**src/hdl/ps2m_pkg.sv**
```systemverilog
`timescale 1ns / 1ps
package ps2m_pkg;

  localparam int POS_BITS_DEFAULT = 16;
  localparam int POS_RESET = 300;
  localparam int OUT_POS_BITS = 16;
  localparam int BUTTON_W = 3;
  localparam int M_TDATA_W = 40;

  localparam logic [7:0] OVERFLOW_MASK = 8'hC0;
  localparam logic [7:0] YSIGN_MASK = 8'h20;
  localparam logic [7:0] XSIGN_MASK = 8'h10;
  localparam logic [7:0] START_MASK = 8'h08;
  localparam logic [7:0] BUTTON_MASK = 8'h07;

  typedef enum logic [1:0] {
    PH_START = 2'd0,
    PH_DX = 2'd1,
    PH_DY = 2'd2
  } ps2m_phase_t;

  // complete packet handed from the framer to the position logic
  typedef struct packed {
    logic valid;
    logic at_dy;
    logic [7:0] flags;
    logic [7:0] dx;
    logic [7:0] dy;
  } ps2m_pkt_t;

endpackage

```
**src/hdl/ps2m_framer.sv**
```systemverilog
`timescale 1ns / 1ps
module ps2m_framer
  import ps2m_pkg::*;
(
  input  logic clk,
  input  logic rst,
  input  logic accept,
  input  logic [7:0] data_byte,
  output ps2m_pkt_t pkt
);

  ps2m_phase_t phase;
  ps2m_phase_t phase_next;
  logic [7:0] held_flags;
  logic [7:0] held_dx;
  logic drop;

  always_comb begin
    phase_next = phase;
    if (accept) begin
      case (phase)
        PH_START: phase_next = ((data_byte & START_MASK) != 8'd0) ? PH_DX : PH_START;
        PH_DX: phase_next = PH_DY;
        PH_DY: phase_next = PH_START;
        // the unused phase behaves like waiting for a start byte
        default: phase_next = ((data_byte & START_MASK) != 8'd0) ? PH_DX : PH_START;
      endcase
    end
  end

  always_ff @(posedge clk) begin
    if (rst) begin
      phase <= PH_START;
      held_flags <= 8'd0;
      held_dx <= 8'd0;
    end else begin
      phase <= phase_next;
      if (accept && phase_next == PH_DX) begin
        held_flags <= data_byte;
      end
      if (accept && phase == PH_DX) begin
        held_dx <= data_byte;
      end
    end
  end

  // all three bytes equal, or either overflow bit set
  assign drop = (held_flags == held_dx && held_flags == data_byte)
                || ((held_flags & OVERFLOW_MASK) != 8'd0);

  always_comb begin
    pkt.at_dy = (phase == PH_DY);
    pkt.valid = accept && (phase == PH_DY) && !drop;
    pkt.flags = held_flags;
    pkt.dx = held_dx;
    pkt.dy = data_byte;
  end

endmodule

```
**src/hdl/ps2_mouse_packet_decoder.sv**
```systemverilog
`timescale 1ns / 1ps
// PS/2 mouse packet decoder. Takes one raw mouse byte per cycle on the s_ side and
// frames bytes into three-byte packets (flags, dx, dy); a packet starts only on a byte
// with bit 3 set. Packets with all bytes equal or an overflow bit set are dropped. Each
// good packet updates the X/Y position (POS_BITS wide, reset 300, Y grows downward) and
// the buttons, and one result appears on the m_ side the cycle after the third byte.
// The position registers are the output register: a new byte is taken every cycle, and
// s_tready drops only when a third byte is due while a result is still waiting.
module ps2_mouse_packet_decoder
  import ps2m_pkg::*;
#(
  parameter int POS_BITS = POS_BITS_DEFAULT
) (
  input  logic clk,
  input  logic rst,
  input  logic s_tvalid,
  output logic s_tready,
  input  logic [7:0] s_tdata,            // [7:0] data_byte
  output logic m_tvalid,
  input  logic m_tready,
  output logic [M_TDATA_W-1:0] m_tdata   // [15:0] pos_x, [31:16] pos_y, [34:32] button_bits
);

  ps2m_pkt_t pkt;
  logic accept;
  logic [POS_BITS-1:0] x_position;
  logic [POS_BITS-1:0] y_position;
  logic [BUTTON_W-1:0] button_state;
  logic [POS_BITS-1:0] dx_ext;
  logic [POS_BITS-1:0] dy_ext;
  logic [POS_BITS+OUT_POS_BITS-1:0] x_wide;
  logic [POS_BITS+OUT_POS_BITS-1:0] y_wide;

  assign s_tready = !pkt.at_dy || !m_tvalid || m_tready;
  assign accept = s_tvalid && s_tready;

  ps2m_framer u_framer (
    .clk(clk),
    .rst(rst),
    .accept(accept),
    .data_byte(s_tdata),
    .pkt(pkt)
  );

  assign dx_ext = {{(POS_BITS-8){(pkt.flags & XSIGN_MASK) != 8'd0}}, pkt.dx};
  assign dy_ext = {{(POS_BITS-8){(pkt.flags & YSIGN_MASK) != 8'd0}}, pkt.dy};

  always_ff @(posedge clk) begin
    if (rst) begin
      x_position <= POS_BITS'(POS_RESET);
      y_position <= POS_BITS'(POS_RESET);
      button_state <= '0;
      m_tvalid <= 1'b0;
    end else begin
      if (pkt.valid) begin
        x_position <= x_position + dx_ext;
        y_position <= y_position - dy_ext;
        button_state <= BUTTON_W'(pkt.flags & BUTTON_MASK);
        m_tvalid <= 1'b1;
      end else if (m_tready) begin
        m_tvalid <= 1'b0;
      end
    end
  end

  // low 16 bits of the positions, zero-filled when the positions are narrower
  assign x_wide = {{OUT_POS_BITS{1'b0}}, x_position};
  assign y_wide = {{OUT_POS_BITS{1'b0}}, y_position};

  assign m_tdata = {{(M_TDATA_W - 2*OUT_POS_BITS - BUTTON_W){1'b0}}, button_state,
                    y_wide[OUT_POS_BITS-1:0], x_wide[OUT_POS_BITS-1:0]};

  // a result never overwrites one that is still waiting
  a_no_overwrite: assert property (@(posedge clk) disable iff (rst)
    pkt.valid |-> (!m_tvalid || m_tready))
    else $error("result produced while previous result pending");

  a_result_shown: assert property (@(posedge clk) disable iff (rst)
    pkt.valid |=> m_tvalid)
    else $error("good packet gave no result");

  a_pos_hold: assert property (@(posedge clk) disable iff (rst)
    !pkt.valid |=> ($stable(x_position) && $stable(y_position) && $stable(button_state)))
    else $error("position changed without a good packet");

  a_valid_needs_dy: assert property (@(posedge clk) disable iff (rst)
    pkt.valid |-> (pkt.at_dy && accept))
    else $error("packet completed outside the dy byte");

endmodule
```
**config.mk**
```make
export PLATFORM = sky130hd
export DESIGN_NAME = ps2_mouse_packet_decoder
export DESIGN_NICKNAME = d
export VERILOG_FILES = /design/src/hdl/ps2m_pkg.sv /design/src/hdl/ps2m_framer.sv /design/src/hdl/ps2_mouse_packet_decoder.sv
export SDC_FILE = /design/constraint.sdc
export NUM_CORES = 1
export LEC_CHECK = 0
export BUFFER_PORTS_ARGS = -buffer_cell sky130_fd_sc_hd__buf_2
export CORE_ASPECT_RATIO = 1.2
export CORE_MARGIN = 5
export CORE_UTILIZATION = 45
export CTS_CLUSTER_SIZE = 12
export DETAILED_ROUTE_END_ITERATION = 8
export GPL_ROUTABILITY_DRIVEN = 0
export GPL_TIMING_DRIVEN = 0
export PLACE_DENSITY = 0.76
export SLEW_MARGIN = 20
export SYNTH_ARGS = -nofsm -noshare
export SYNTH_HDL_FRONTEND = slang
export SYNTH_HIERARCHICAL = 1
export SYNTH_SLANG_ARGS = --single-unit
```
**constraint.sdc**
```tcl
create_clock -name clk -period 3.8 [get_ports clk]
set_clock_uncertainty 0.2 [all_clocks]
set_input_delay 0.76 -clock clk [delete_from_list [all_inputs] [get_ports clk]]
set_output_delay 0.76 -clock clk [all_outputs]
set_load 0.01 [all_outputs]
```
## Yosys cells after proc, flatten, opt, wreduce, memory -nomap -nowiden

Cells that the tools add are included.

| storage, ports and cells | value |
|---|---|
| register bits after elaboration | 54 |
| bits of input ports | 12 |
| output and inout bits | 42 |
| logic and storage cells | 33 |

| cells by class | value |
|---|---|
| add/subtract/negate cells | 2 |
| eq/ne operators | 5 |
| multiplexer cells | 5 |
| reductions and logical operators | 14 |

Operator list:

| operator | count |
|---|---|
| $add A16 B16 Y16 | 1 |
| $eq A8 B8 Y1 | 2 |
| $sub A16 B16 Y16 | 1 |
| $reduce_bool A8 Y1 | 1 |
| $logic_and A1 B1 Y1 | 6 |
| $eq A2 B1 Y1 const B | 2 |
| $pmux W2 S2 | 1 |
| $logic_not A1 Y1 | 3 |
| $logic_or A1 B1 Y1 | 3 |
| $mux W1 | 3 |
| $eq A2 B2 Y1 const B | 1 |
| $mux W2 | 1 |
| $reduce_bool A2 Y1 | 1 |

## Longest topological paths before layout

| depth | value |
|---|---|
| word-level depth | 8 |
| mapped depth | 12 |
| depth with buffers taken out | 11 |

## By module

The synthesis kept the hierarchy.

Modules (own cells, without submodules):

| module | times used | cells each | area each (um^2) | seq. area each (um^2) |
|---|---|---|---|---|
| ps2_mouse_packet_decoder | 1 | 368 | 2979.1 | 720.7 |
| ps2m_framer | 1 | 114 | 878.3 | 360.3 |

## Least setup slack after synthesis

No wires, ideal clock.

| timing path | value |
|---|---|
| path kind | in2reg |
| start | input m_tready |
| end | register y_position[15] |
| library setup time | 0.082 ns |
| data arrival time | 2.806 ns |
| data required time | 3.518 ns |
| setup slack | 0.712 ns |
| cell stages on the path | 11 |
| path buffers | 1 |
| cells stage by stage | nor2b_1 -> nand2_1 -> and2_1 -> buf_2 -> nand2_1 -> nor4_1 -> inv_1 -> or4_1 -> a21oi_1 -> a31oi_1 -> o2111ai_1 |

RTL lines:

| element | RTL line | source |
|---|---|---|
| from (decl) | ps2_mouse_packet_decoder.sv:20 | `input logic m_tready,` |
| to (signal assigned) | ps2_mouse_packet_decoder.sv:51 | `y_position <= POS_BITS'(POS_RESET);` |
| to (signal assigned) | ps2_mouse_packet_decoder.sv:57 | `y_position <= y_position - dy_ext;` |
| to (decl) | ps2_mouse_packet_decoder.sv:27 | `logic [POS_BITS-1:0] y_position;` |

==> run_results.csv <==
group,metric,value,unit
floorplanning,die_h,111,um
power_and_ir_drop,swShare,28.5,%
power_and_ir_drop,power,1.20,mW
drt,postRouteAntennaNets,0,
drt,first_iter_violations,244,
timing,finalCritPeriodShare,91.1,%
placement,dpl_cell_area,4260,um2
clock_tree,cts_hold_buf,0,
logic_synthesis,ys.flop_type,"dfxtp_1",
drt,dr.pass1.iters,6,
grt,grt_use_total,19.1,%
worst_setup_path,worstPathRequired,3.78,ns
logic_synthesis,synthesis.instances,482,
grt,grt_overflow,0,
worst_setup_path,ff2ff_path_depth,11,
worst_setup_path,crit_end,"x_position[1]",
clock_tree,cts_root_buffer,"clkbuf_8",
power_and_ir_drop,p_int,0.857,mW
floorplanning,core_area,8470,um2
clock_tree,cts_tree,"done",
finish,areaGrowthSynthToFinish,13.4,%
drt,wl_per_cell,15.3,um
clock_tree,cts_max_level,2,
power_and_ir_drop,peakVddDrop,176,uV
clock_tree,clock_latency,0.31,ns
finish,antennaDiodeCount,0,
clock_tree,post-cts-setup-buffers,0,
grt,use_met2,32.2,%
timing,setup-violations-final,0,
timing,period_needed,3.46,ns
logic_synthesis,async_flop_share,0,%
finish,nNetsFinal,588,
logic_synthesis,yosysUniqueCellTypes,69,
worst_setup_path,worstPathArrival,3.45,ns
grt,grt.busiest_layer,"met2",
power_and_ir_drop,power_frac_seq,49.2,%
finish,layout_commonest_cell,"buf_2",
timing,maxSlewHeadroom,42.5,%
grt,use_met3,3.65,%
timing,hold_viol,0,
drt,wl,10.1,mm
floorplanning,num_rows,37,
power_and_ir_drop,p_leak,1.87,nW
power_and_ir_drop,p_clk_share,33.1,%
logic_synthesis,syn_avg_cell_area,8.00,um2
floorplanning,io_pins,54,
placement,io_buffers,48,
drt,drcViolationCount,0,
logic_synthesis,synth_area,3860,um2
clock_tree,cts-buffers-inserted,5,
clock_tree,clkSinkCount,54,
run,maxCapViolations,0,
timing,worst_pin_slew,0.862,ns
logic_synthesis,ys_warn_count,6,
grt,antenna_found_initial,0,
logic_synthesis,ys_seq_area_share,28.0,%
clock_tree,clock_path_buffers,2,
timing,fin_setup_tns,0,ns
floorplanning,die_area,10500,um2
status,status,"finished, final reports clean",
logic_synthesis,ys_ff_latch,54,
floorplanning,die_x,94.5,um
worst_setup_path,crit_type,"reg -> reg",
drt,vias,3801,
worst_setup_path,critPathMaxFanout,10,
placement,place_hpwl,7.58,mm
worst_setup_path,cp-startpoint,"u_framer/phase[0]",
finish,fin_area,4370,um2
floorplanning,initial_core_util,45.5,%
worst_setup_path,cp-end-kind,"flop",
power_and_ir_drop,power.density,274,nW/um2
power_and_ir_drop,p_comb_share,17.7,%
grt,grt_pass1_vias,3558,
worst_setup_path,r2r_start,"u_framer/phase[0]",
timing,max_freq,0.289,GHz
grt,grt_max_degree,17,
timing,slew_violations,0,
worst_setup_path,reg2reg_slack,0.34,ns
clock_tree,path_clk_slew,0.10,ns
power_and_ir_drop,power.switching,0.341,mW
drt,routed_via_density,5.77,
worst_setup_path,start_kind,"flop",
grt,grt_pass1_wl,16.6,mm
worst_setup_path,r2r-end,"x_position[1]",
timing,rsz0062_at_grt,"no",
finish,layout_common_cells,"57 x buf_2, 54 x dfxtp_1, 52 x nand2_1",
logic_synthesis,synth_edf_count,0,
worst_hold_path,hold_class,"reg -> reg",
grt,met1_usage,23.9,%
finish,drive_gt1_share,17.5,%
worst min path at each step:
stage,cells past startpoint,slack (ns),start,endpoint
floorplan,2,0.26,u_framer/held_flags[3],u_framer/held_flags[3]
global placement,2,0.27,u_framer/held_flags[3],u_framer/held_flags[3]
detailed placement,2,0.28,u_framer/held_flags[7],u_framer/held_flags[7]
CTS,2,0.29,y_position[11],y_position[11]
global route,2,0.32,u_framer/held_flags[0],u_framer/held_flags[0]
finish,2,0.29,y_position[11],y_position[11]
cells by family after synthesis:
family / count (synthesis) / share of synthesized area (%)
multiplexers: 10 / 2.66
other: 1 / 0.0972
AO/OA/AOI/OAI: 130 / 24.4
flip-flops: 54 / 28.0
buffers and inverters: 57 / 7.20
XOR/XNOR: 10 / 2.27
AND/OR/NAND/NOR: 185 / 23.6
adder cells (fa/ha/maj): 35 / 11.7
stage by stage:
| stage | hold WS [ns] | util (%) | setup slack [ns] | std cells |
|---|---|---|---|---|
| after floorplan | 0.257 | - | 0.712 | 486 |
| after global placement | 0.269 | 50.3 | -0.0626 | 651 |
| after detailed placement | 0.275 | 50.3 | -0.105 | 651 |
| after CTS | 0.290 | 51.6 | 0.0974 | 659 |
| after global routing | 0.318 | 51.6 | 0.113 | 659 |
| final | 0.287 | 51.6 | 0.336 | 659 |
critical path: stages (launching register included):
cell and delay, ns:
dfxtp_1 0.41, inv_1 0.07, ha_1 0.23, nand2_1 0.07
and2_1 0.23, buf_2 0.25, nand2_1 0.09, nor4_2 0.46
buf_2 0.33, clkbuf_1 0.68, mux2i_1 0.26, nor2_1 0.06
layout make-up:
class / instances / area, um2
Buffer: 36 / 199
Clock buffer: 5 / 68.8
Clock inverter: 3 / 40.0
Fill cell: 833 / 4100
Inverter: 21 / 78.8
Multi-Input combinational cell: 375 / 2520
Sequential cell: 54 / 1080
Tap cell: 117 / 146
Timing Repair Buffer: 48 / 240
synthesized netlist by cell type (2+ instances only):
cell / count / share of area (%)
o31ai_1: 7 / 1.4
nand4_1: 4 / 0.65
nor3_1: 17 / 2.2
xor2_1: 4 / 0.91
nand2_1: 52 / 5.1
nand3_1: 24 / 3.1
o21bai_1: 2 / 0.39
a21o_1: 5 / 0.97
inv_1: 21 / 2.0
buf_4: 14 / 2.7
dfxtp_1: 54 / 28
nor2_1: 36 / 3.5
clkbuf_1: 12 / 1.2
o21a_1: 11 / 2.1
mux2i_1: 8 / 2.1
o2bb2ai_1: 2 / 0.45
o2111a_1: 2 / 0.58
fa_1: 2 / 1.0
xnor2_1: 6 / 1.4
nor4b_1: 2 / 0.45
and3_1: 12 / 1.9
a2111o_1: 2 / 0.58
or3_1: 4 / 0.65
a211o_1: 2 / 0.45
a211oi_1: 8 / 1.6
and2_1: 4 / 0.65
buf_2: 9 / 1.2
a21oi_1: 38 / 4.9
nor2b_1: 5 / 0.81
or4_1: 4 / 0.78
nand2b_1: 8 / 1.3
o211ai_1: 8 / 1.6
ha_1: 33 / 11
nor4_1: 7 / 1.1
o22ai_1: 7 / 1.1
o21ai_0: 13 / 1.7
layer usage:
metal  wire, um  share of wire [%]  up-vias
li1           -                  -     1860
met5          0                  0        -
met2       4790                 48      149
met3        704                7.0       31
met4        279                2.8        0
met1       4290                 43     1761
repair_timing:
action | 4_1_cts | 5_1_grt
setup endpoints to repair | 0 | 18
gates resized for setup | 0 | 1
hold endpoints to repair | 0 | 0
state kept, by name (all words and copies together), names as in the netlist:
name	cells
u_framer/held_dx	8
button_state	3
u_framer/phase	2
u_framer/held_flags	8
m_tvalid	1
x_position	16
y_position	16
power groups by stage:
stage                     logic [mW]  registers (mW)  clock network (mW)
after global placement         0.202           0.602                   0
final                          0.212           0.590               0.396
after detailed placement       0.209           0.603                   0
after CTS                      0.210           0.590               0.403
after floorplan                0.156           0.601                   0
after global routing           0.235           0.592               0.425
Power figures use the tool's default switching activity.
